<file path="config.mk">
export PLATFORM = sky130hd
export DESIGN_NAME = tlc_front
export DESIGN_NICKNAME = d
export VERILOG_FILES = /design/src/sv/tlc_pkg.sv /design/src/sv/tlc_front.sv
export SDC_FILE = /design/constraint.sdc
export NUM_CORES = 1
export LEC_CHECK = 0
export ABC_AREA = 1
export ABC_CLOCK_PERIOD_IN_PS = 10900
export BUFFER_PORTS_ARGS = -buffer_cell sky130_fd_sc_hd__buf_4
export CORE_AREA = 2 2 160 162
export CTS_BUF_LIST = sky130_fd_sc_hd__clkbuf_4
export CTS_CLUSTER_SIZE = 40
export DETAILED_ROUTE_END_ITERATION = 16
export DIE_AREA = 0 0 162 164
export GPL_TIMING_DRIVEN = 0
export PLACE_DENSITY = 0.77
export SETUP_SLACK_MARGIN = 0.05
export SYNTH_ARGS = -nofsm -noshare
export SYNTH_HDL_FRONTEND = slang
export SYNTH_SLANG_ARGS = --single-unit
</file>
<file path="constraint.sdc">
create_clock -name clock -period 10.9 [get_ports clock]
set_input_delay 2.18 -clock clock [delete_from_list [all_inputs] [get_ports clock]]
set_output_delay 2.18 -clock clock [all_outputs]
set_load 0.01 [all_outputs]
</file>
<file path="src/sv/tlc_pkg.sv">
// Shared types and constants for the tile LRU cache.
package tlc_pkg;

   localparam int COORD_W = 13;
   localparam int TILE_W  = 9;
   localparam int PIX_W   = 16;
   localparam int CAP_W   = 7;
   localparam int SLOT_W  = 6;
   localparam int AREA_W  = 18;
   localparam int SUM_W   = 64;
   localparam int CSR_AW  = 5;
   localparam int CSR_DW  = 32;

   localparam logic [2:0] REG_TILE_WIDTH    = 3'd0;
   localparam logic [2:0] REG_TILE_HEIGHT   = 3'd1;
   localparam logic [2:0] REG_RASTER_WIDTH  = 3'd2;
   localparam logic [2:0] REG_RASTER_HEIGHT = 3'd3;
   localparam logic [2:0] REG_TILE_CAPACITY = 3'd4;

   typedef struct packed {
      logic [TILE_W-1:0] tile_px_w;
      logic [TILE_W-1:0] tile_px_h;
      logic [PIX_W-1:0]  raster_width;
      logic [PIX_W-1:0]  raster_height;
      logic [CAP_W-1:0]  tile_capacity;
   } cfg_type;

   // classified request as handed from front to back
   typedef struct packed {
      logic [COORD_W-1:0] tile_col;
      logic [COORD_W-1:0] tile_row;
      logic               bad_tile;
      logic [PIX_W-1:0]   start_x;
      logic [PIX_W-1:0]   start_y;
      logic [TILE_W-1:0]  count_x;
      logic [TILE_W-1:0]  count_y;
   } mid_item_type;

   typedef struct packed {
      logic               hit;
      logic [SLOT_W-1:0]  slot;
      logic               bad_tile;
      logic [PIX_W-1:0]   fetch_start_x;
      logic [PIX_W-1:0]   fetch_start_y;
      logic [TILE_W-1:0]  fetch_count_x;
      logic [TILE_W-1:0]  fetch_count_y;
      logic [SUM_W-1:0]   loaded_total;
   } rsp_item_type;

endpackage

</file>
<file path="src/sv/tlc_front.sv">
// Front end: takes requests, works out pixel origin, raster check and clipped window.
module tlc_front (
   input  logic                          clock,
   input  logic                          reset,
   input  tlc_pkg::cfg_type              cfg,
   input  logic                          push,
   output logic                          full,
   input  logic [tlc_pkg::COORD_W-1:0]   tile_col,
   input  logic [tlc_pkg::COORD_W-1:0]   tile_row,
   output logic                          mid_push,
   output tlc_pkg::mid_item_type         mid_data,
   input  logic                          mid_full
);

   localparam int PW = tlc_pkg::COORD_W + tlc_pkg::TILE_W;

   logic                        a_vld_ff, a_vld_in;
   logic [tlc_pkg::COORD_W-1:0] a_col_ff, a_row_ff;
   logic                        b_vld_ff, b_vld_in;
   logic [tlc_pkg::COORD_W-1:0] b_col_ff, b_row_ff;
   logic [PW-1:0]               b_sx_ff, b_sy_ff;
   logic                        a_take, b_take, accept;
   logic [tlc_pkg::PIX_W-1:0]   rem_x, rem_y;

   assign b_take   = !b_vld_ff || !mid_full;
   assign a_take   = !a_vld_ff || b_take;
   assign full     = !a_take;
   assign accept   = push && a_take;
   assign a_vld_in = a_take ? accept : a_vld_ff;
   assign b_vld_in = b_take ? a_vld_ff : b_vld_ff;

   always_ff @(posedge clock) begin
      if (reset) begin
         a_vld_ff <= 1'b0;
         b_vld_ff <= 1'b0;
      end else begin
         a_vld_ff <= a_vld_in;
         b_vld_ff <= b_vld_in;
      end
   end

   always_ff @(posedge clock) begin
      if (accept) begin
         a_col_ff <= tile_col;
         a_row_ff <= tile_row;
      end
      if (b_take && a_vld_ff) begin
         b_col_ff <= a_col_ff;
         b_row_ff <= a_row_ff;
         b_sx_ff  <= PW'(a_col_ff) * PW'(cfg.tile_px_w);
         b_sy_ff  <= PW'(a_row_ff) * PW'(cfg.tile_px_h);
      end
   end

   // window end clips at the raster edge: count = min(tile size, raster - start)
   assign rem_x = cfg.raster_width  - b_sx_ff[tlc_pkg::PIX_W-1:0];
   assign rem_y = cfg.raster_height - b_sy_ff[tlc_pkg::PIX_W-1:0];

   always_comb begin
      mid_data.tile_col = b_col_ff;
      mid_data.tile_row = b_row_ff;
      mid_data.bad_tile = (b_sx_ff >= PW'(cfg.raster_width)) ||
                          (b_sy_ff >= PW'(cfg.raster_height));
      mid_data.start_x  = b_sx_ff[tlc_pkg::PIX_W-1:0];
      mid_data.start_y  = b_sy_ff[tlc_pkg::PIX_W-1:0];
      mid_data.count_x  = (rem_x < tlc_pkg::PIX_W'(cfg.tile_px_w)) ?
                          rem_x[tlc_pkg::TILE_W-1:0] : cfg.tile_px_w;
      mid_data.count_y  = (rem_y < tlc_pkg::PIX_W'(cfg.tile_px_h)) ?
                          rem_y[tlc_pkg::TILE_W-1:0] : cfg.tile_px_h;
   end

   assign mid_push = b_vld_ff && !mid_full;

endmodule

</file>
# After elaboration in Yosys (flattened, before gate mapping)
# Index checks and enable logic that the tools add are counted.
[classes] add_sub_neg=2 n_mul=2 order_cmp=4 mux=2 n_reduce_logical=10
[ops] op="$ge 22x16->1" count=2
[ops] op="$mul 13x9->22" count=2
[ops] op="$lt 16x9->1" count=2
[ops] op="$sub 16x16->16" count=2
[ops] op="$mux 9" count=2
[ops] op="$logic_not 1->1" count=4
[ops] op="$logic_and 1x1->1" count=3
[ops] op="$logic_or 1x1->1" count=3
[totals] ff_bits=98 output_inout_bits=79

# Longest topological paths before layout
[logic_depth] depth_word=4 depth_mapped=21 depth_no_buf=20

# Worst setup path after synthesis
# No wires, ideal clock.
[synth_path] path_type="in2out" from="input port cfg[23] (netlist name)" to="output port mid_data[10] (netlist name)" arrival_ns=4.204 required_ns=8.720 setup_slack_ns=4.516 cell_stages=14 n_path_buf=0 cell_sequence="inv_1 ha_1 inv_1 fa_1 nand2_1 nand3_2 xor2_1 ha_1 nand4_1 o211ai_1 nand2_1 nand3_4 nand2_1 nand2_1"
[synth_rtl] element="from (decl)" line="tlc_front.sv:5" source="input tlc_pkg::cfg_type cfg,"
[synth_rtl] element="to (decl)" line="tlc_front.sv:11" source="output tlc_pkg::mid_item_type mid_data,"

==> results.toml <==
[status]
status = "complete, no violations"

[sta]
relSlewSlack_pct = 25.6
hold_viol = 0
min_period_over_period_pct = 64.7
setup_viol = 0
timing.fmax_ghz = 0.142
fin_skew_ns = 0.0302
fin_setup_tns_ns = 0
min_period_ns = 7.05
grt_setup_unrepaired = "false"
worstMarginPinSlew_ns = 1.11
slew_violations = 0

[synthesis]
synth_area_leaders = "fa_1, edfxtp_1, ha_1"
synth_top_family_by_area = "adder cells"
synthXorXnorAreaFrac_pct = 2.84
synth_common_cells = "inv_1, nand2_1, ha_1, fa_1, edfxtp_1"
syn_area_mm2 = 0.0145
ys_seq_area_share_pct = 20.1
synth_flop_cell = "edfxtp_1"
syn_nets = 2273
ys_warn_count = 0
postSynthCellCount = 1866
synth-simple-area-share_pct = 20.0
async_flop_share_pct = 0
synth_seq_cells = 98
synth_adder_area_share_pct = 35.7
synth-edff-count = 96
yosys.area.top_type = "fa_1"
synth_compound_area_share_pct = 4.52
synthMuxAreaShare_pct = 0
synth_area_per_cell_um2 = 7.78
yosysMostFrequentCell = "inv_1"
synth.top_cell.area_share_pct = 21.8
synth.distinct_cells = 38

[floorplanning]
die_area_mm2 = 0.0266
rows = 58
initial_core_util_pct = 58.5
io_pins = 166
die_h_um = 164
die_w_um = 162
core_mm2 = 0.0248

[clock_tree]
htree_num_levels = 3
clock_path_buffers = 2
cts_tree = "done"
clock-root-buffer = "clkbuf_4"
path_clk_slew_ns = 0.17
insertion_delay_ns = 0.52
numClockSinks = 98
numCtsBuffers = 9
ctsHoldBuffers = 0
cts_resized = 0
postCtsSetupBuffers = 0

[global_route]
grt_pass1_wl_um = 56700
antenna_found_initial = 1
grt_max_degree = 29
grt_overflow = 0
grtUsageTotal_pct = 26.7
grt_pass1_vias = 12201

[power_and_ir_drop]
p_per_area_mw_per_mm2 = 197
p_leak_nw = 9.68
clockPowerShare_pct = 6.3
peakVddDrop_mv = 0.140
p_total_mw = 3.22
power_frac_seq_pct = 19.5
combPwrFrac_pct = 74.2
swShare_pct = 51.9
power_switching_mw = 1.67
p_int_mw = 1.55

[flow_run]
cap_viol_max_count = 0

[placement]
gp_congestion = 0.911
dp_hpwl_um = 28200
port_buffers = 158

[detailed_routing]
drc = 0
dr.pass1.iters = 5
routed_wl_um = 33900
viasPerCell = 5.07
drt_iter0_markers = 757
dr_total_vias = 12033
drtAntennaViolNets = 0
routedWlPerCell_um = 14.3

[layout]
drive_gt1_share_pct = 13.0
syn_to_final_growth_pct = 12.5
nNetsFinal = 2445
utilization_pct = 65.8

[min_path]
hold_path_class = "reg -> reg"

[critical_path]
critPathArrivalTime_ns = 4.87
cp-end-kind = "output pin"
critPathKind = "in -> out"
cp_max_fo = 10
crit_required_ns = 8.72
cp-start-kind = "input pin"
[logic make-up after synthesis]
family                   Yosys count
AO/OA/AOI/OAI                    117
AND/OR/NAND/NOR                  669
adder cells (fa/ha/maj)          320
XOR/XNOR                          47
flip-flops                        98
buffers and inverters            615
[path summary, 6_finish.rpt]
check	startpoint	cells past startpoint	end	slack [ns]
hold reg to reg	a_col_ff[5]	0	b_col_ff[5]	0.47
hold / removal	a_col_ff[5]	0	b_col_ff[5]	0.47
setup reg to reg	a_col_ff[7]	16	b_sx_ff[20]	5.76
setup / recovery	cfg[23]	16	mid_data[14]	3.85
[layout by cell type (no fill, tap or decap), types with 5 or more instances in the layout]
cell,count
nor2_1,41
edfxtp_1,96
nand2_1,490
nand2_2,24
clkbuf_1,44
ha_1,162
xor2_1,34
nand3b_1,7
nor2_2,10
nand4_1,33
xnor2_1,13
nor3_1,5
buf_4,190
inv_2,8
o211ai_1,5
fa_1,158
clkbuf_4,9
inv_1,531
nor4_1,5
a21oi_1,67
nand3_1,37
o21ai_0,21
[critical path, cell delays in order]
cell and delay [ns]:
buf_4 0.12, inv_1 0.05, ha_1 0.13, inv_1 0.08
fa_1 0.48, nand2_1 0.11, nand2_1 0.11, xor2_1 0.36
ha_1 0.31, nand4_1 0.09, o211ai_1 0.10, nand2_1 0.29
nand3_4 0.16, nand2_1 0.09, nand2_1 0.06, buf_4 0.14
[power groups by stage]
stage	logic [mW]	registers (mW)	clock network, mW
after floorplan	1.77	0.614	0
after global placement	2.30	0.638	0
after detailed placement	2.36	0.637	0
after CTS	2.38	0.628	0.206
after global routing	2.72	0.637	0.220
final	2.39	0.628	0.202
[layout make-up]
cell class                 count  area (um^2)
clock inverter                 7         58.8
buffer                        76          405
inverter                     539         2020
tap                          330          413
fill                        2175         8490
timing repair buffer         161         1260
multi-input combinational   1153         9180
antenna                        1         2.50
sequential                    98         2920
clock buffer                   9         67.6
[state kept, by name, indices dropped and copies added, names as in the netlist]
register / count
b_vld_ff: 1
b_sx_ff: 22
a_vld_ff: 1
b_row_ff: 13
a_col_ff: 13
b_sy_ff: 22
b_col_ff: 13
a_row_ff: 13
[routing by layer]
metal | wire [um] | GRT usage, %
met5 | 0 | 0
met4 | 869 | 9.61
met3 | 1900 | 2.88
met2 | 16300 | 45.3
met1 | 14900 | 35.8
[per-stage QoR]
step                      hold slack (ns)  setup WS [ns]  cell area (um^2)  instances
final                               0.472           3.85             16300       2374
after global routing                0.476           3.60             16300       2374
after CTS                           0.471           3.90             16300       2373
after detailed placement            0.429           3.91             16200       2357
after global placement              0.429           2.99             16100       2354
after floorplan                     0.424           4.52             14500       1866
(Power assumes the default switching activity.)
