### config.mk
export PLATFORM = sky130hd
export DESIGN_NAME = tlc_fifo
export DESIGN_NICKNAME = d
export VERILOG_FILES = /design/src/sv/tlc_fifo.sv
export SDC_FILE = /design/constraint.sdc
export NUM_CORES = 1
export LEC_CHECK = 0
export BUFFER_PORTS_ARGS = -buffer_cell sky130_fd_sc_hd__buf_2
export CAP_MARGIN = 20
export CORE_AREA = 2 2 39 41
export DETAILED_ROUTE_END_ITERATION = 16
export DIE_AREA = 0 0 41 43
export PLACE_DENSITY_LB_ADDON = 0.25
export SETUP_SLACK_MARGIN = 0.3
export SLEW_MARGIN = 10
export SYNTH_ARGS = -nofsm -noshare
export SYNTH_HDL_FRONTEND = slang
export SYNTH_SLANG_ARGS = --single-unit
### constraint.sdc
create_clock -name clock -period 1.6 [get_ports clock]
set_clock_uncertainty 0.15 [all_clocks]
set_input_delay 0 -clock clock [delete_from_list [all_inputs] [get_ports clock]]
set_output_delay 0 -clock clock [all_outputs]
set_load 0.01 [all_outputs]
### src/sv/tlc_fifo.sv
// Small register queue used between the front, the back and the result port.
module tlc_fifo #(
   parameter type data_type = logic,
   parameter int  DEPTH     = 2
) (
   input  logic     clock,
   input  logic     reset,
   input  logic     push,
   input  data_type push_data,
   output logic     full,
   input  logic     pop,
   output data_type pop_data,
   output logic     empty
);

   localparam int PW = (DEPTH > 1) ? $clog2(DEPTH) : 1;
   localparam int CW = $clog2(DEPTH + 1);

   data_type        mem_ff [DEPTH];
   logic [PW-1:0]   wr_ptr_ff, wr_ptr_in;
   logic [PW-1:0]   rd_ptr_ff, rd_ptr_in;
   logic [CW-1:0]   count_ff, count_in;
   logic            do_push, do_pop;

   assign full     = (count_ff == CW'(DEPTH));
   assign empty    = (count_ff == '0);
   assign do_push  = push && !full;
   assign do_pop   = pop && !empty;
   assign pop_data = mem_ff[rd_ptr_ff];

   always_comb begin
      wr_ptr_in = wr_ptr_ff;
      rd_ptr_in = rd_ptr_ff;
      count_in  = count_ff;
      if (do_push) begin
         wr_ptr_in = (wr_ptr_ff == PW'(DEPTH - 1)) ? '0 : wr_ptr_ff + PW'(1);
      end
      if (do_pop) begin
         rd_ptr_in = (rd_ptr_ff == PW'(DEPTH - 1)) ? '0 : rd_ptr_ff + PW'(1);
      end
      if (do_push && !do_pop) begin
         count_in = count_ff + CW'(1);
      end else if (do_pop && !do_push) begin
         count_in = count_ff - CW'(1);
      end
   end

   always_ff @(posedge clock) begin
      if (reset) begin
         wr_ptr_ff <= '0;
         rd_ptr_ff <= '0;
         count_ff  <= '0;
      end else begin
         wr_ptr_ff <= wr_ptr_in;
         rd_ptr_ff <= rd_ptr_in;
         count_ff  <= count_in;
      end
   end

   always_ff @(posedge clock) begin
      if (do_push) begin
         mem_ff[wr_ptr_ff] <= push_data;
      end
   end

endmodule

---- After elaboration in Yosys (flattened, before gate mapping) ----
Memory sizes are Yosys's and may differ from the RTL's. A register that Yosys moved wholly into a read port is not among the register bits.
Cells that the tools add are included.
word-level totals
  ROM bits ................................ 0
  output and inout bits ................... 3
  word-level logic and storage cells ...... 27
  bits in latches ......................... 0
  bits in registers ....................... 4
  input port bits ......................... 5
  RAM bits ................................ 2
  memories kept ........................... 1
operators by class
  muxes and demuxes ....................... 8
  equal/unequal tests ..................... 1
  reductions and logical operators ........ 10
  multipliers ............................. 0
  magnitude comparators ................... 0
  shift-type cells ........................ 0
  divide/modulo/power cells ............... 0
  bitwise logic cells ..................... 0
  add/sub/neg operators ................... 4
memories
  name    depth  bits a word  rd ports  clocked after Yosys merged registers in  write ports  RTL line  source
  mem_ff  2      1            1         1                                        1            19        data_type mem_ff [DEPTH];
operators with widths
  cell                   count
  $mux W1                6
  $logic_and A1 B1 Y1    4
  $logic_not A1 Y1       4
  $mux W2                2
  $add A1 B1 Y1 const B  2
  $add A2 B1 Y2 const B  1
  $eq A2 B2 Y1 const B   1
  $logic_not A2 Y1       1
  $reduce_bool A2 Y1     1
  $sub A2 B1 Y2 const B  1

---- Longest topological paths before layout ----
Gate-level depths: netlist (run 1).
  depth after elaboration ................. 7
  depth in mapped cells ................... 6
  depth with buffers taken out ............ 6

---- Least setup slack after synthesis (run 1) ----
No wires, ideal clock.
  path kind ............................... flip-flop to flip-flop
  start ................................... register count_ff[1]
  end ..................................... register count_ff[1]
  arrival ................................. 1399 ps
  required time ........................... 1380 ps
  path buffers ............................ 0
  setup slack ............................. -19 ps
  period minus slack after synthesis ...... 1619 ps
  stages on the path, launching flop included .. 6
  setup time .............................. 70 ps
  path through ............................ dfxtp_1 -> nor2b_2 -> nor2_1 -> ha_1 -> or3_1 -> a21oi_1
between the ends
  longest elaborated chain between the ends .. 6
  elaborated cells on any way between the ends .. 15
  classes of those cells .................. add/sub: 2; eq/ne: 1; mux: 2; reduce/logical: 10
ends and longest elaborated chain
  element                              RTL line  source
  start, declared                      22        logic [CW-1:0] count_ff, count_in;
  start signal, assigned               56        count_ff <= count_in;
  $eq A2 B2 Y1 (*)                     25        assign full = (count_ff == CW'(DEPTH));
  via full                             10        output logic full,
  $logic_not A1 Y1 (*)                 27        assign do_push = push && !full;
  $logic_and A1 B1 Y1 (*)              27
  $logic_not A1 Y1                     43        end else if (do_pop && !do_push) begin
  $logic_and A1 B1 Y1                  43
  $reduce_bool A2 Y1 (no source line)  --
The timed path passes the listed nets; every way through them passes the cells marked *. The select of a mux whose other input is x is not followed.
A chain may end at the register's enable or synchronous reset.

---- Final worst setup path (run 1) ----
  start ................................... register count_ff[1]
  end ..................................... register count_ff[1]
between the ends
  longest elaborated chain between the ends .. 6
  elaborated cells on any way between the ends .. 15
  classes of those cells .................. add/sub: 2; eq/ne: 1; mux: 2; reduce/logical: 10
ends and longest elaborated chain
  element                                                         RTL line
  $eq A2 B2 Y1 or $logic_not A2 Y1 (tied branches)                25, 26
  $logic_not A1 Y1 (on tied branches)                             27, 28
  $logic_and A1 B1 Y1 (on tied branches)                          27, 28
  $logic_not A1 Y1 (on tied branches)                             43, 41
  $logic_and A1 B1 Y1 (on tied branches)                          43, 41
  $reduce_bool A2 Y1 (no source line) or $mux W2 (tied branches)  --
Parallel ways exist; a longest one is shown, timed or not. The select of a mux whose other input is x is not followed.

==> flow_summary.yaml, run 1 <==
min_path:
  holdPathStages: 4
  hold_path.class: "primary input to register"
  min_from: "push"
sta:
  min_period_ns: 1.52
  period_share: 0.950
  setup_viol: 0
  timing.hold.ws_ns: 0.00827
  finalMaxSlewViolations: 0
  max_freq_mhz: 658
  setup_ws_ns: 0.0796
  hold_viol: 0
  finalSetupTns_ns: 0
  rsz0062_at_grt: "true"
  tightest_slew_ns: 0.242
  maxSlewHeadroom: 0.837
setup_path:
  critPathMaxFanout: 3
  rr_startpoint: "count_ff[1]"
  crit_path_start: "count_ff[1]"
  critical_path_arrival_ns: 1.56
  critPathCaptureType: "register"
  worstPathRequired_ns: 1.64
  reg2reg_depth: 5
  critPathSlowestCell: "or3_1"
  crit_buf_inv: 0
  path_delay_family: "simple AND/OR/NAND/NOR gates"
  critPathKind: "register to register"
  crit_chain: "nor2b_4 -> nor2_2 -> ha_4 -> or3_1 -> a21oi_2"
  crit_cells: 5
  max_stage_delay_ns: 0.36
  crit_path_start_kind: "register"
logic_synthesis:
  synthCells: 28
  synth_cell_types: 12
  syn_area_um2: 289
  synth.avg_cell_area_um2: 10.3
  synth_nets: 34
  synth_seq_area_share: 0.554
  synth_warnings: 0
  synth_seq_cells: 7
cts:
  cts.path.max_buffers: 2
  clk_latency_ns: 0.26
  clock-sinks: 7
  cts_tree: "done"
  cts.htree.levels: 1
  cts_buffers: 3
  path_clk_slew_ns: 0.06
  ctsRootBufferMaster: "clkbuf_4"
power_and_ir_drop:
  vdd_ir_drop_max_mv: 0.592
  finalPower_uw: 817
  p_leak_nw: 0.204
  p_per_area_mw_per_mm2: 1770
route:
  vias_per_cell: 4.00
  ant_nets: 0
  wirelength_um: 615
  drcViolationCount: 0
  post_drt_wl_per_cell_um: 9.92
  detailedRoute.firstIterationViolations: 1
  drt_pass1_iterations: 2
  num_vias: 248
layout:
  stdcell_area_um2: 463
  fin_cells: 62
  fillers: 148
  layout.nets: 53
  regArea_um2: 165
  mostFrequentLayoutCell: "buf_2"
  layout-drive-gt1-share: 0.478
  syn2layout_area_growth_pct: 60.2
  mostFrequentLayoutCells: "7 x buf_2, 4 x nor2_1, 4 x buf_4"
  postLayoutCoreUtil: 0.335
  multiInputGateArea_um2: 149
  diodes: 0
place:
  place_area_um2: 359
  gp_congestion: 0.776
  dp_slack_ns: 0.00243
  port_buffers: 7
  placed_cells: 52
global_routing:
  overflow: 0
  first_global_vias: 258
  grt.total_usage: 0.0957
  grt_max_degree: 6
  grt_first_pass_wirelength_um: 1020
  antenna_found_initial: 0
job:
  cap_violations: 0
floorplan:
  die-area_mm2: 0.00176
  start_util: 0.209
  rows: 14
  core_mm2: 0.00138
  die_x_um: 41
  die_y_um: 43
  num_io_pins: 8
run_status:
  status: "completed"
==> final timing paths <==
| kind | endpoint | slack [ns] |
|---|---|---|
| worst min register to register | wr_ptr_ff | 0.34 |
| worst max-delay path | count_ff[1] | 0.08 |
| worst max register to register | count_ff[1] | 0.08 |
| worst min-delay path | wr_ptr_ff | 0.008 |
==> cell families (layout without fill, tap and decap cells) <==
kind of cell / Yosys count / after routing / share of synthesized area
simple gates: 9 / 9 / 0.160
compound gates: 5 / 5 / 0.0866
xor+xnor: 3 / 3 / 0.0909
fa+ha+maj: 1 / 1 / 0.0433
flops: 7 / 7 / 0.554
mux: 1 / 1 / 0.0390
buf+inv: 2 / 20 / 0.0260
==> where the power goes <==
group / internal, mW / total [mW] / switching (mW)
Combinational: 0.197 / 0.360 / 0.163
Clock: 0.0958 / 0.170 / 0.0746
Sequential: 0.246 / 0.287 / 0.0408
Total: 0.539 / 0.817 / 0.278
==> layout make-up <==
class                      count  share of cell area
inverter                       2              0.0162
clock buffer                   4              0.0568
timing repair buffer          14               0.205
tap                           16              0.0432
sequential                     7               0.357
multi-input combinational     19               0.322
==> timing repair <==
action	in CTS	in global routing
pin swaps	2	1
hold buffers	3	0
buffers inserted	3	0
endpoints found under the setup margin	2	4
gates resized for setup	2	3
endpoints found under the hold margin	7	0
==> metal layers <==
| layer | global-route usage | part of all wire | vias to the layer above | wire, um |
|---|---|---|---|---|
| met4 | 0.100 | 0.039 | 0 | 24 |
| met2 | 0.131 | 0.50 | 7 | 308 |
| met1 | 0.0909 | 0.40 | 107 | 247 |
| met5 | 0 | 0 | - | 0 |
| met3 | 0.0524 | 0.055 | 3 | 34 |
| li1 | - | - | 131 | - |
==> worst reg2reg max path: cells and delay by family, from the launching register on <==
family	cells	cell delay, ns
DFF	1	0.33
AOI/OAI and AO/OA	1	0.12
adders and majority gates	1	0.23
and+or+nand+nor	3	0.63
==> cell usage after synthesis (all sizes together) <==
cell    count  area share
and2        1       0.022
ha          1       0.043
nor2        5       0.065
or3         2       0.043
dfxtp       5        0.35
nor2b       1       0.030
a21oi       2       0.035
inv         2       0.026
o21ai       3       0.052
mux2        1       0.039
xor2        3       0.091
edfxtp      2        0.21
Note: power is estimated with default switching activity, not from simulation.
==> run 2, diff against run 1 <==
- CELL_PAD_IN_SITES_DETAIL_PLACEMENT: not set -> 0
- CELL_PAD_IN_SITES_GLOBAL_PLACEMENT: not set -> 1
==> run 2 against run 1 <==
- sequential share of layout area is 0.76 points lower
- clock-buffer cell count unchanged
- highest routed layer is now met3
- critical path type unchanged
- first-iteration DRC count increased to 3.0 times the previous value
- register-to-register slack worse by 0.02 ns
- hold slack improved by 0.059 ns
- flip-flop and latch count is the same
- routed wire length down 8.6%
- critical path depth increased by 1
- die area stayed put
- critical endpoint unchanged
- cell count shrank 1.6%
- largest power group unchanged
- sequential power up 2%
==> flow_summary.yaml, run 2 (synthesis results as in run 1) <==
sta:
  timing.hold.ws_ns: 0.0674
  period_share: 0.963
  rsz0062_at_grt: "true"
  finalMaxSlewViolations: 0
  finalSetupTns_ns: 0
  setup_ws_ns: 0.0594
  setup_viol: 0
  maxSlewHeadroom: 0.842
  hold_viol: 0
  max_freq_mhz: 649
  tightest_slew_ns: 0.235
  min_period_ns: 1.54
layout:
  mostFrequentLayoutCell: "buf_2"
  postLayoutCoreUtil: 0.342
  stdcell_area_um2: 473
  layout.nets: 52
  diodes: 0
  mostFrequentLayoutCells: "7 x buf_2, 4 x nor2_1, 3 x dfxtp_1, 3 x clkbuf_4, 3 x buf_4"
  syn2layout_area_growth_pct: 63.6
  fin_cells: 61
  fillers: 148
  layout-drive-gt1-share: 0.533
route:
  post_drt_wl_per_cell_um: 9.21
  drcViolationCount: 0
  vias_per_cell: 4.02
  ant_nets: 0
  detailedRoute.firstIterationViolations: 3
  drt_pass1_iterations: 2
  wirelength_um: 562
  num_vias: 245
power_and_ir_drop:
  p_int_uw: 562
  p_per_area_mw_per_mm2: 1770
  sequentialPowerShare: 0.349
  p_leak_nw: 0.203
  sw_frac_of_total: 0.330
  finalPower_uw: 839
  power_frac_comb: 0.466
  p_switching_uw: 277
  vdd_ir_drop_max_mv: 0.690
  power.share.clock: 0.185
setup_path:
  reg2reg_depth: 6
  worstPathRequired_ns: 1.63
  critPathMaxFanout: 3
  crit_path_start_kind: "register"
  critical_path_arrival_ns: 1.57
  reg2reg_slack_ns: 0.06
  critPathKind: "register to register"
  rr_startpoint: "count_ff[1]"
  reg2reg_to: "count_ff[1]"
  critPathCaptureType: "register"
cts:
  cts_buffers: 3
  clock-sinks: 7
  clk_latency_ns: 0.25
  cts.path.max_buffers: 2
  ctsRootBufferMaster: "clkbuf_4"
  path_clk_slew_ns: 0.05
  cts_tree: "done"
  cts.htree.levels: 1
global_routing:
  grt.total_usage: 0.0826
  grt_first_pass_wirelength_um: 910
  antenna_found_initial: 0
  overflow: 0
  grt_max_degree: 6
  first_global_vias: 229
floorplan:
  die_x_um: 41
  die-area_mm2: 0.00176
  num_io_pins: 8
  die_y_um: 43
  start_util: 0.209
  core_mm2: 0.00138
  rows: 14
place:
  placed_cells: 53
  gp_congestion: 0.777
  dp_slack_ns: 0.00778
  place_area_um2: 367
  dp_hpwl_um: 402
  port_buffers: 7
min_path:
  hold_path.class: "primary input to register"
  hold_end: "wr_ptr_ff"
  min_from: "push"
  holdPathStages: 4
job:
  cap_violations: 0
run_status:
  status: "completed"
[run 2: changes by cell type in the layout (fill, tap and decap cells not counted), sizes merged]
cell / change
dlygate4sd3: -1
[run 2: repair_timing]
action | 4_1_cts | 5_1_grt
endpoints found under the hold margin | 7 | 0
endpoints found under the setup margin | 2 | 4
gates resized for setup | 5 | 5
hold buffers | 2 | 0
setup buffers | 2 | 0
pin swaps | 2 | 0
[run 2: worst max-delay path, cell delays in order (launching register included)]
cell and delay, ns:
dfxtp_2 0.34, nor2b_4 0.18, nor2_4 0.06, ha_4 0.15
xor2_1 0.14, or3_1 0.33, a21oi_2 0.12
[run 2: area by class of cell]
| cell class | instances | area (um^2) | area share |
|---|---|---|---|
| Clock buffer | 4 | 26.3 | 0.0556 |
| Tap cell | 16 | 20.0 | 0.0423 |
| Inverter | 2 | 7.51 | 0.0159 |
| Sequential cell | 7 | 165 | 0.349 |
| Multi-Input combinational cell | 19 | 165 | 0.349 |
| Timing Repair Buffer | 13 | 88.8 | 0.188 |
[run 2: routing by layer]
metal	up-vias	GRT usage	share of wire
li1	126	-	-
met1	110	0.0812	0.40
met2	9	0.119	0.52
met3	0	0.0681	0.084
met4	0	0.0400	0
met5	-	0	0
[run 2: power groups by stage]
stage / clock network, mW / logic (mW) / registers (mW)
after floorplan: 0 / 0.181 / 0.281
after global placement: 0 / 0.266 / 0.287
after detailed placement: 0 / 0.278 / 0.289
after CTS: 0.164 / 0.353 / 0.287
after global routing: 0.174 / 0.445 / 0.301
final: 0.155 / 0.391 / 0.293
[run 2: worst max path at each step]
stage                startpoint     endpoint  cells past startpoint
global placement    count_ff[1]  count_ff[1]                      6
detailed placement  count_ff[1]  count_ff[1]                      6
global route        count_ff[1]  count_ff[1]                      6
finish              count_ff[1]  count_ff[1]                      6
floorplan           count_ff[1]  count_ff[1]                      5
CTS                 count_ff[1]  count_ff[1]                      6
