<file path="config.mk">
export PLATFORM = sky130hd
export DESIGN_NAME = tlc_back
export DESIGN_NICKNAME = d
export VERILOG_FILES = /design/src/sv/tlc_pkg.sv /design/src/sv/tlc_back.sv
export SDC_FILE = /design/constraint.sdc
export NUM_CORES = 2
export LEC_CHECK = 0
export ABC_CLOCK_PERIOD_IN_PS = 6800
export BUFFER_PORTS_ARGS = -buffer_cell sky130_fd_sc_hd__clkbuf_2
export CAP_MARGIN = 10
export CELL_PAD_IN_SITES_DETAIL_PLACEMENT = 1
export CELL_PAD_IN_SITES_GLOBAL_PLACEMENT = 2
export CORE_MARGIN = 4
export CORE_UTILIZATION = 41
export DETAILED_ROUTE_END_ITERATION = 16
export PLACE_DENSITY = 0.75
export SLEW_MARGIN = 10
export SYNTH_ARGS = -nofsm -noshare
export SYNTH_HDL_FRONTEND = slang
export SYNTH_SLANG_ARGS = --single-unit
</file>
<file path="constraint.sdc">
create_clock -name clock -period 6.8 [get_ports clock]
set_input_delay 1.7 -clock clock [delete_from_list [all_inputs] [get_ports clock]]
set_output_delay 1.7 -clock clock [all_outputs]
set_load 0.1 [all_outputs]
</file>
<file path="src/sv/tlc_pkg.sv">
// Shared types and constants for the tile LRU cache.
package tlc_pkg;

   localparam int COORD_W = 13;
   localparam int TILE_W  = 9;
   localparam int PIX_W   = 16;
   localparam int CAP_W   = 7;
   localparam int SLOT_W  = 6;
   localparam int AREA_W  = 18;
   localparam int SUM_W   = 64;
   localparam int CSR_AW  = 5;
   localparam int CSR_DW  = 32;

   localparam logic [2:0] REG_TILE_WIDTH    = 3'd0;
   localparam logic [2:0] REG_TILE_HEIGHT   = 3'd1;
   localparam logic [2:0] REG_RASTER_WIDTH  = 3'd2;
   localparam logic [2:0] REG_RASTER_HEIGHT = 3'd3;
   localparam logic [2:0] REG_TILE_CAPACITY = 3'd4;

   typedef struct packed {
      logic [TILE_W-1:0] tile_px_w;
      logic [TILE_W-1:0] tile_px_h;
      logic [PIX_W-1:0]  raster_width;
      logic [PIX_W-1:0]  raster_height;
      logic [CAP_W-1:0]  tile_capacity;
   } cfg_type;

   // classified request as handed from front to back
   typedef struct packed {
      logic [COORD_W-1:0] tile_col;
      logic [COORD_W-1:0] tile_row;
      logic               bad_tile;
      logic [PIX_W-1:0]   start_x;
      logic [PIX_W-1:0]   start_y;
      logic [TILE_W-1:0]  count_x;
      logic [TILE_W-1:0]  count_y;
   } mid_item_type;

   typedef struct packed {
      logic               hit;
      logic [SLOT_W-1:0]  slot;
      logic               bad_tile;
      logic [PIX_W-1:0]   fetch_start_x;
      logic [PIX_W-1:0]   fetch_start_y;
      logic [TILE_W-1:0]  fetch_count_x;
      logic [TILE_W-1:0]  fetch_count_y;
      logic [SUM_W-1:0]   loaded_total;
   } rsp_item_type;

endpackage

</file>
<file path="src/sv/tlc_back.sv">
// Back end: tag match over all slots, LRU rank update, fill and loaded-sample total.
module tlc_back #(
   parameter int SLOTS = 64
) (
   input  logic                          clock,
   input  logic                          reset,
   input  tlc_pkg::cfg_type              cfg,
   input  logic                          cfg_clear,
   input  logic                          mid_empty,
   input  tlc_pkg::mid_item_type         mid_data,
   output logic                          mid_pop,
   input  logic                          out_full,
   output logic                          out_push,
   output tlc_pkg::rsp_item_type         out_data
);

   localparam int IW = (SLOTS > 1) ? $clog2(SLOTS) : 1;
   localparam int FW = $clog2(SLOTS + 1);
   localparam int CW = (FW > tlc_pkg::CAP_W) ? FW : tlc_pkg::CAP_W;

   localparam logic [1:0] S_IDLE    = 2'd0;
   localparam logic [1:0] S_MATCH   = 2'd1;
   localparam logic [1:0] S_RESOLVE = 2'd2;
   localparam logic [1:0] S_DONE    = 2'd3;

   logic [1:0]                  state_ff, state_in;
   tlc_pkg::mid_item_type       item_ff;
   logic [FW-1:0]               filled_ff, filled_in;
   logic [tlc_pkg::SUM_W-1:0]   sum_ff, sum_in;

   logic [tlc_pkg::COORD_W-1:0] tag_col_ff [SLOTS];
   logic [tlc_pkg::COORD_W-1:0] tag_row_ff [SLOTS];
   logic [IW-1:0]               age_ff     [SLOTS];
   logic [IW-1:0]               age_in     [SLOTS];

   logic [SLOTS-1:0]            vld;
   logic [SLOTS-1:0]            match_ff, match_in;
   logic [SLOTS-1:0]            lru_ff, lru_in;
   logic [tlc_pkg::AREA_W-1:0]  area_ff;
   logic                        hit_ff;
   logic                        fresh_ff;
   logic [IW-1:0]               target_ff, target_in;
   logic [IW-1:0]               limit_ff, limit_in;
   logic                        fresh;
   logic [IW-1:0]               hit_idx, lru_idx, hit_age;
   logic                        do_update, do_fill;

   function automatic logic [IW-1:0] encode(input logic [SLOTS-1:0] vec);
      logic [IW-1:0] idx;
      idx = '0;
      for (int i = 0; i < SLOTS; i++) begin
         if (vec[i]) begin
            idx = idx | IW'(i);
         end
      end
      return idx;
   endfunction

   always_comb begin
      for (int i = 0; i < SLOTS; i++) begin
         vld[i] = (FW'(i) < filled_ff);
      end
   end

   // tag compare and LRU candidate, one comparator pair per slot
   always_comb begin
      for (int i = 0; i < SLOTS; i++) begin
         match_in[i] = vld[i] && (tag_col_ff[i] == item_ff.tile_col) &&
                       (tag_row_ff[i] == item_ff.tile_row);
         lru_in[i]   = vld[i] && (age_ff[i] == IW'(filled_ff - FW'(1)));
      end
   end

   always_comb begin
      hit_age = '0;
      for (int i = 0; i < SLOTS; i++) begin
         if (match_ff[i]) begin
            hit_age = hit_age | age_ff[i];
         end
      end
   end

   assign hit_idx = encode(match_ff);
   assign lru_idx = encode(lru_ff);
   assign fresh   = CW'(filled_ff) < CW'(cfg.tile_capacity);

   // ranks below limit move back by one; a new tile on a fresh slot ages every filled one
   always_comb begin
      if (|match_ff) begin
         target_in = hit_idx;
         limit_in  = hit_age;
      end else if (fresh) begin
         target_in = IW'(filled_ff);
         limit_in  = IW'(filled_ff);
      end else begin
         target_in = lru_idx;
         limit_in  = IW'(filled_ff - FW'(1));
      end
   end

   assign mid_pop   = (state_ff == S_IDLE) && !mid_empty;
   assign out_push  = (state_ff == S_DONE) && !out_full;
   assign do_update = out_push && !item_ff.bad_tile;
   assign do_fill   = do_update && !hit_ff;

   always_comb begin
      for (int i = 0; i < SLOTS; i++) begin
         age_in[i] = age_ff[i];
         if (vld[i] && (age_ff[i] < limit_ff)) begin
            age_in[i] = age_ff[i] + IW'(1);
         end
         if (IW'(i) == target_ff) begin
            age_in[i] = '0;
         end
      end
   end

   always_comb begin
      state_in  = state_ff;
      filled_in = filled_ff;
      sum_in    = sum_ff;
      unique case (state_ff)
         S_IDLE: begin
            if (!mid_empty) begin
               state_in = S_MATCH;
            end
         end
         S_MATCH: begin
            state_in = S_RESOLVE;
         end
         S_RESOLVE: begin
            state_in = S_DONE;
         end
         S_DONE: begin
            if (!out_full) begin
               state_in = S_IDLE;
            end
         end
         default: begin
            state_in = S_IDLE;
         end
      endcase
      if (do_fill) begin
         sum_in = sum_ff + tlc_pkg::SUM_W'(area_ff);
         if (fresh_ff) begin
            filled_in = filled_ff + FW'(1);
         end
      end
      if (cfg_clear) begin
         filled_in = '0;
      end
   end

   always_ff @(posedge clock) begin
      if (reset) begin
         state_ff  <= S_IDLE;
         filled_ff <= '0;
         sum_ff    <= '0;
      end else begin
         state_ff  <= state_in;
         filled_ff <= filled_in;
         sum_ff    <= sum_in;
      end
   end

   always_ff @(posedge clock) begin
      if (mid_pop) begin
         item_ff <= mid_data;
      end
      if (state_ff == S_MATCH) begin
         match_ff <= match_in;
         lru_ff   <= lru_in;
         area_ff  <= tlc_pkg::AREA_W'(item_ff.count_x) * tlc_pkg::AREA_W'(item_ff.count_y);
      end
      if (state_ff == S_RESOLVE) begin
         hit_ff    <= |match_ff;
         fresh_ff  <= fresh;
         target_ff <= target_in;
         limit_ff  <= limit_in;
      end
      if (do_update) begin
         for (int i = 0; i < SLOTS; i++) begin
            age_ff[i] <= age_in[i];
         end
      end
      if (do_fill) begin
         tag_col_ff[target_ff] <= item_ff.tile_col;
         tag_row_ff[target_ff] <= item_ff.tile_row;
      end
   end

   always_comb begin
      out_data               = '0;
      out_data.loaded_total  = sum_ff;
      if (item_ff.bad_tile) begin
         out_data.bad_tile = 1'b1;
      end else begin
         out_data.hit  = hit_ff;
         out_data.slot = 6'(target_ff);
         if (!hit_ff) begin
            out_data.fetch_start_x = item_ff.start_x;
            out_data.fetch_start_y = item_ff.start_y;
            out_data.fetch_count_x = item_ff.count_x;
            out_data.fetch_count_y = item_ff.count_y;
            out_data.loaded_total  = sum_ff + tlc_pkg::SUM_W'(area_ff);
         end
      end
   end

   // filled tiles are unique, so at most one tag can match
   a_match_unique: assert property (@(posedge clock) disable iff (reset)
      (state_ff == S_RESOLVE) |-> $onehot0(match_ff))
      else $error("more than one slot matched the request");

   a_lru_unique: assert property (@(posedge clock) disable iff (reset)
      (state_ff == S_RESOLVE) |-> $onehot0(lru_ff))
      else $error("LRU rank held by more than one slot");

   a_lru_present: assert property (@(posedge clock) disable iff (reset)
      (state_ff == S_RESOLVE && match_ff == '0 && !fresh) |-> (lru_ff != '0))
      else $error("full cache without an LRU slot");

   a_fill_bound: assert property (@(posedge clock) disable iff (reset)
      CW'(filled_ff) <= CW'(SLOTS))
      else $error("fill count beyond slot count");

   a_pop_starts: assert property (@(posedge clock) disable iff (reset)
      mid_pop |=> (state_ff == S_MATCH))
      else $error("queue beat taken without starting a lookup");

endmodule

</file>
### Word-level counts from Yosys, hierarchy flattened

Memory sizes are Yosys's and may differ from the RTL's.
Index checks and enable logic that the tools add are counted.

| word-level totals | value |
|---|---|
| register bits after elaboration | 310 |
| bits in writable memories | 2048 |
| input bits | 139 |
| memories | 3 |

| cells by class | value |
|---|---|
| $add $sub $neg | 67 |
| multipliers | 1 |
| order comparisons | 129 |
| equal/unequal tests | 261 |
| muxes and demuxes | 340 |
| bitwise operators | 63 |
| reduce and logical (&&, ||, !) cells | 270 |

Memories:

| name | words | width | read ports | clocked after memory_dff | wr ports | line | source |
|---|---|---|---|---|---|---|---|
| tag_col_ff | 64 | 13 | 64 | 0 | 1 | tlc_back.sv:31 | `logic [tlc_pkg::COORD_W-1:0] tag_col_ff [SLOTS];` |
| tag_row_ff | 64 | 13 | 64 | 0 | 1 | tlc_back.sv:32 | `logic [tlc_pkg::COORD_W-1:0] tag_row_ff [SLOTS];` |
| age_ff | 64 | 6 | 64 | 0 | 64 | tlc_back.sv:33 | `logic [IW-1:0] age_ff [SLOTS];` |

Operators with widths:

| operator | number |
|---|---|
| equality test 13 bit | 128 |
| 2-to-1 mux 6 bit | 262 |
| adder 6 x 1 -> 6 bit (second input constant) | 64 |
| equality test 6 bit | 64 |
| < comparator 6 bit | 64 |
| bitwise OR 6 bit | 63 |
| 2-to-1 mux 114 bit | 3 |
| logical AND 1 bit | 260 |
| < comparator 6 x 7 -> 1 bit (first input constant) | 32 |
| equality test 6 bit (first input constant) | 32 |
| 2-to-1 mux 5 bit | 32 |
| < comparator 5 x 7 -> 1 bit (first input constant) | 16 |
| equality test 5 x 6 -> 1 bit (first input constant) | 16 |
| adder 64 x 18 -> 64 bit | 1 |
| 2-to-1 mux 4 bit | 16 |
| OR reduction 64 bit | 1 |
| < comparator 4 x 7 -> 1 bit (first input constant) | 8 |
| equality test 4 x 6 -> 1 bit (first input constant) | 8 |
| < comparator 3 x 7 -> 1 bit (first input constant) | 4 |
| equality test 3 x 6 -> 1 bit (first input constant) | 4 |
| 2-to-1 mux 3 bit | 8 |
| 2-to-1 mux 7 bit | 3 |
| multiplier 9 x 9 -> 18 bit | 1 |
| 2-to-1 mux 2 bit | 8 |
| 17 further kinds | 33 |

### Longest topological paths before layout

An unclocked memory read counts as a cell.

| depth | value |
|---|---|
| word-level depth | 129 |
| mapped depth | 19 |
| gate-level depth less buffers | 18 |

### Worst setup path before layout

No wires, ideal clock.

| timing | value |
|---|---|
| path type | input to output |
| start point | in mid_empty |
| end point | out mid_pop |
| data arrival time | 6.427 ns |
| required time | 5.100 ns |
| slack | -1.327 ns |
| stages | 1 |
| path buffers | 0 |
| path through | nor2b_1 |

| between the ends | value |
|---|---|
| cells in the longest elaborated chain, start to end | 2 |

Ends and longest elaborated chain:

| what | line | source |
|---|---|---|
| from (decl) | tlc_back.sv:9 | `input logic mid_empty,` |
| zero test 1 bit | - |  |
| logical AND 1 bit | tlc_back.sv:101 | `assign mid_pop = (state_ff == S_IDLE) && !mid_empty;` |
| to (decl) | tlc_back.sv:11 | `output logic mid_pop,` |

Every way passes these cells.

==> results.md <==
* Psw at 13.6 mW
* RSZ-0062 raised after global routing: false
* Initial antenna violation count at 45
* Hpwl dp at 282 mm
* Simple-gate share of the synthesized area at 10.8%
* MaxCap Viol Count at 0
* Antenna Nets Post-Route at 0
* Max-slew headroom at 9.18%
* Clock Power Share at 33.8%
* Combinational family with the most area after synthesis: XOR/XNOR gates
* Met1 Use GR at 37.9%
* Iteration-0 DRC Markers at 8017
* Number of synthesis warnings at 0
* Grt ovf at 0
* Top-area cell type share of the netlist area at 58.2%
* Fillers at 28.6k
* Root Buffer: clkbuf_16
* Post-Synth XOR/XNOR Area at 18.0%
* GR peak layer: met2
* Clock Path Buffers at 4
* Worst Hold Class: flop to flop
* Worst Skew at 0.0711 ns
* M3 GR Usage at 4.47%
* Synth top area cells: edfxtp_1 58%, xnor2_1 9.1%, xor2_1 8.9%, ha_1 4.8%, nor2_1 1.9%
* Final hold vios at 0
* TNS Setup at 0 ns
* IO Pins at 263
* Synth Flop Type: edfxtp_1
* Die Width at 544 µm
* GRT Overall Usage at 28.0%
* # rows at 196
* Vias per inst at 5.90
* Type of destination of the critical path: output port
* # port buffers at 212
* Post-Synthesis Cells at 8936
* Mux cell area share after synthesis at 0.0180%
* Flop pwr share at 44.0%
* Commonest cells in the netlist: 2284 x edfxtp_1, 1224 x xnor2_1, 1197 x xor2_1, 582 x nor2_1, 453 x ha_1
* Number of flops mapped to enable cells by yosys at 2284
* Final nets at 9920
* Vias in the first global route at 81.7k
* Synthesis-stage register bit count at 2357
* Post-Syn Area at 118000 µm²
* Worst-path maximum fanout at 13
* Switching part of the total at 32.4%
* Tightest Pin Transition at 1.36 ns
* Mean Syn Cell Area at 13.2 µm²
* Synth Area in Adders at 5.67%
* Synthesized Nets at 9579
* Crit start category: flop
* Fin crit share at 93.4%
* Global-route wire length before repair at 602 mm
* Post-synthesis sequential area ratio at 59.4%
* Setup violations, final at 0
* Die area at 296000 µm²
* CTS tree: yes
* Fin crit period at 6.35 ns
* Vias at 78.3k
* Area Growth Syn to Fin at 13.2%
* Critical Path AT at 4.65 ns
* Largest net degree at the start of global routing at 90
* CTS Hold Bufs at 0
* Cts repair resizes at 0
* Comb power frac at 22.2%
* Status: complete, no violations
* Drt wl/cell at 31.9 µm
* Cell taking the most area after synthesis: edfxtp_1
* Die Ht at 544 µm
* Starting Density at 41.3%
* Post-CTS Setup Bufs at 0
* Share of cells above drive strength 1 at 10.5%
* Count leader, synth: edfxtp_1
* Max frequency at 157 MHz
* Critical setup path kind: flop to output port
* Netlist cell types at 74
* Placer Congestion at 0.989
* Power Density at 314 nW/µm²
* # DRC at 0
* CP required at 5.10 ns
* Lkg Pwr at 45.8 nW
* Worst vdd ir at 0.000363 V
* Final Util at 46.7%
* H-tree depth reported by CTS at 5
* Slew Limit Fails at 0
* Post-synthesis compound-gate area fraction at 4.39%
* Number of buffers created by CTS at 271
* Routed WL at 423 mm
* Core Box Area at 286000 µm²
* Clock tree sinks at 2357
* Int Power at 28.3 mW
* Clk Latency, worst-skew pair at 0.92 ns
* Async SR Flop Fraction at 0%
* Worst-path clk slew at 0.06 ns
* DRT Pass-1 Iters at 5
* M2 GR Usage at 45.1%
-- cell usage in the layout, fill, tap and decap left out, types with 33 or more instances in the layout --
master	n
buf_12	33
a21o_1	164
clkinv_1	67
clkbuf_1	48
edfxtp_1	2284
nand2b_1	77
o21ai_0	95
or4_1	68
clkbuf_16	278
nor2b_1	128
clkbuf_2	212
nor3_1	160
xor2_1	1196
dfxtp_1	71
buf_4	234
xnor2_1	1224
nor3_2	57
a21oi_1	148
nand4_1	288
a22o_1	100
nor2_1	566
fa_1	51
a22oi_1	78
nand3_1	270
ha_1	451
and3_1	58
nor4_1	342
a221oi_1	58
inv_1	86
nand2_1	194
and2_1	111
clkinv_2	50
-- registers in the layout, summed over array words and instances, names as in the netlist, 7 cells and up --
| signal | count |
|---|---|
| tag_row_ff | 832 |
| sum_ff | 64 |
| lru_ff | 63 |
| item_ff | 77 |
| area_ff | 18 |
| age_ff | 384 |
| match_ff | 64 |
| tag_col_ff | 832 |
| filled_ff | 7 |
-- cell families after synthesis --
group	Yosys count
AND/OR/NAND/NOR	2407
buffers and inverters	503
multiplexers	2
XOR/XNOR	2424
flip-flops	2357
AO/OA/AOI/OAI	739
adder cells (fa/ha/maj)	504
-- final timing paths --
path	from	to	slack, ns	cells past startpoint
max	sum_ff[0]$_SDFFE_PP0P_	out_data[60]	0.45	11
min	sum_ff[9]$_SDFFE_PP0P_	sum_ff[9]$_SDFFE_PP0P_	0.48	2
max reg2reg	item_ff[12]$_DFFE_PP_	area_ff[17]$_DFFE_PN_	1.79	17
min reg2reg	sum_ff[9]$_SDFFE_PP0P_	sum_ff[9]$_SDFFE_PP0P_	0.48	2
-- power groups by stage --
stage | logic [mW] | registers [mW] | clock network, mW
finish | 9.32 | 18.4 | 14.2
detailed placement | 9.27 | 18.6 | 0
global placement | 9.02 | 18.6 | 0
CTS | 9.35 | 18.3 | 14.4
global route | 10.1 | 18.4 | 15.0
floorplan | 5.86 | 18.1 | 0
-- metrics by stage --
stage               total power, mW  cell area, µm²  hold slack, ns  setup slack [ns]  instances
detailed placement             27.9          125000           0.471              1.34      12766
floorplan                      24.0          118000           0.454             0.699       8936
global placement               27.7          125000           0.465              1.27      12766
CTS                            42.1          133000           0.481             0.367      13248
global route                   43.5          133000           0.514             0.131      13249
finish                         41.9          133000           0.479             0.450      13261
-- per-layer routing --
metal | up-vias | wire length, µm | share of wire (%)
met2 | 3036 | 196000 | 46
li1 | 33278 | - | -
met1 | 41171 | 179000 | 42
met4 | 12 | 18700 | 4.4
met3 | 800 | 29700 | 7.0
met5 | - | 92 | 0.022
-- critical path, cell delays in order (launching register included) --
cell	delay [ns]
dfxtp_1	0.36
ha_1	0.24
inv_1	0.07
fa_1	0.41
nor2b_1	0.17
o31ai_1	0.14
a211oi_1	0.50
o211ai_1	0.31
a21o_1	0.45
or3_1	0.45
xnor2_1	0.16
clkbuf_2	0.49
-- layout make-up --
cell class | count | area [µm²] | share of cell area, %
sequential | 2357 | 70100 | 52.5
multi-input combinational | 6076 | 46400 | 34.7
clock buffer | 329 | 7180 | 5.38
tap | 3762 | 4710 | 3.53
timing repair buffer | 479 | 3480 | 2.61
clock inverter | 153 | 1280 | 0.958
inverter | 92 | 354 | 0.265
antenna | 13 | 32.5 | 0.0244
(Power assumes the default switching activity.)
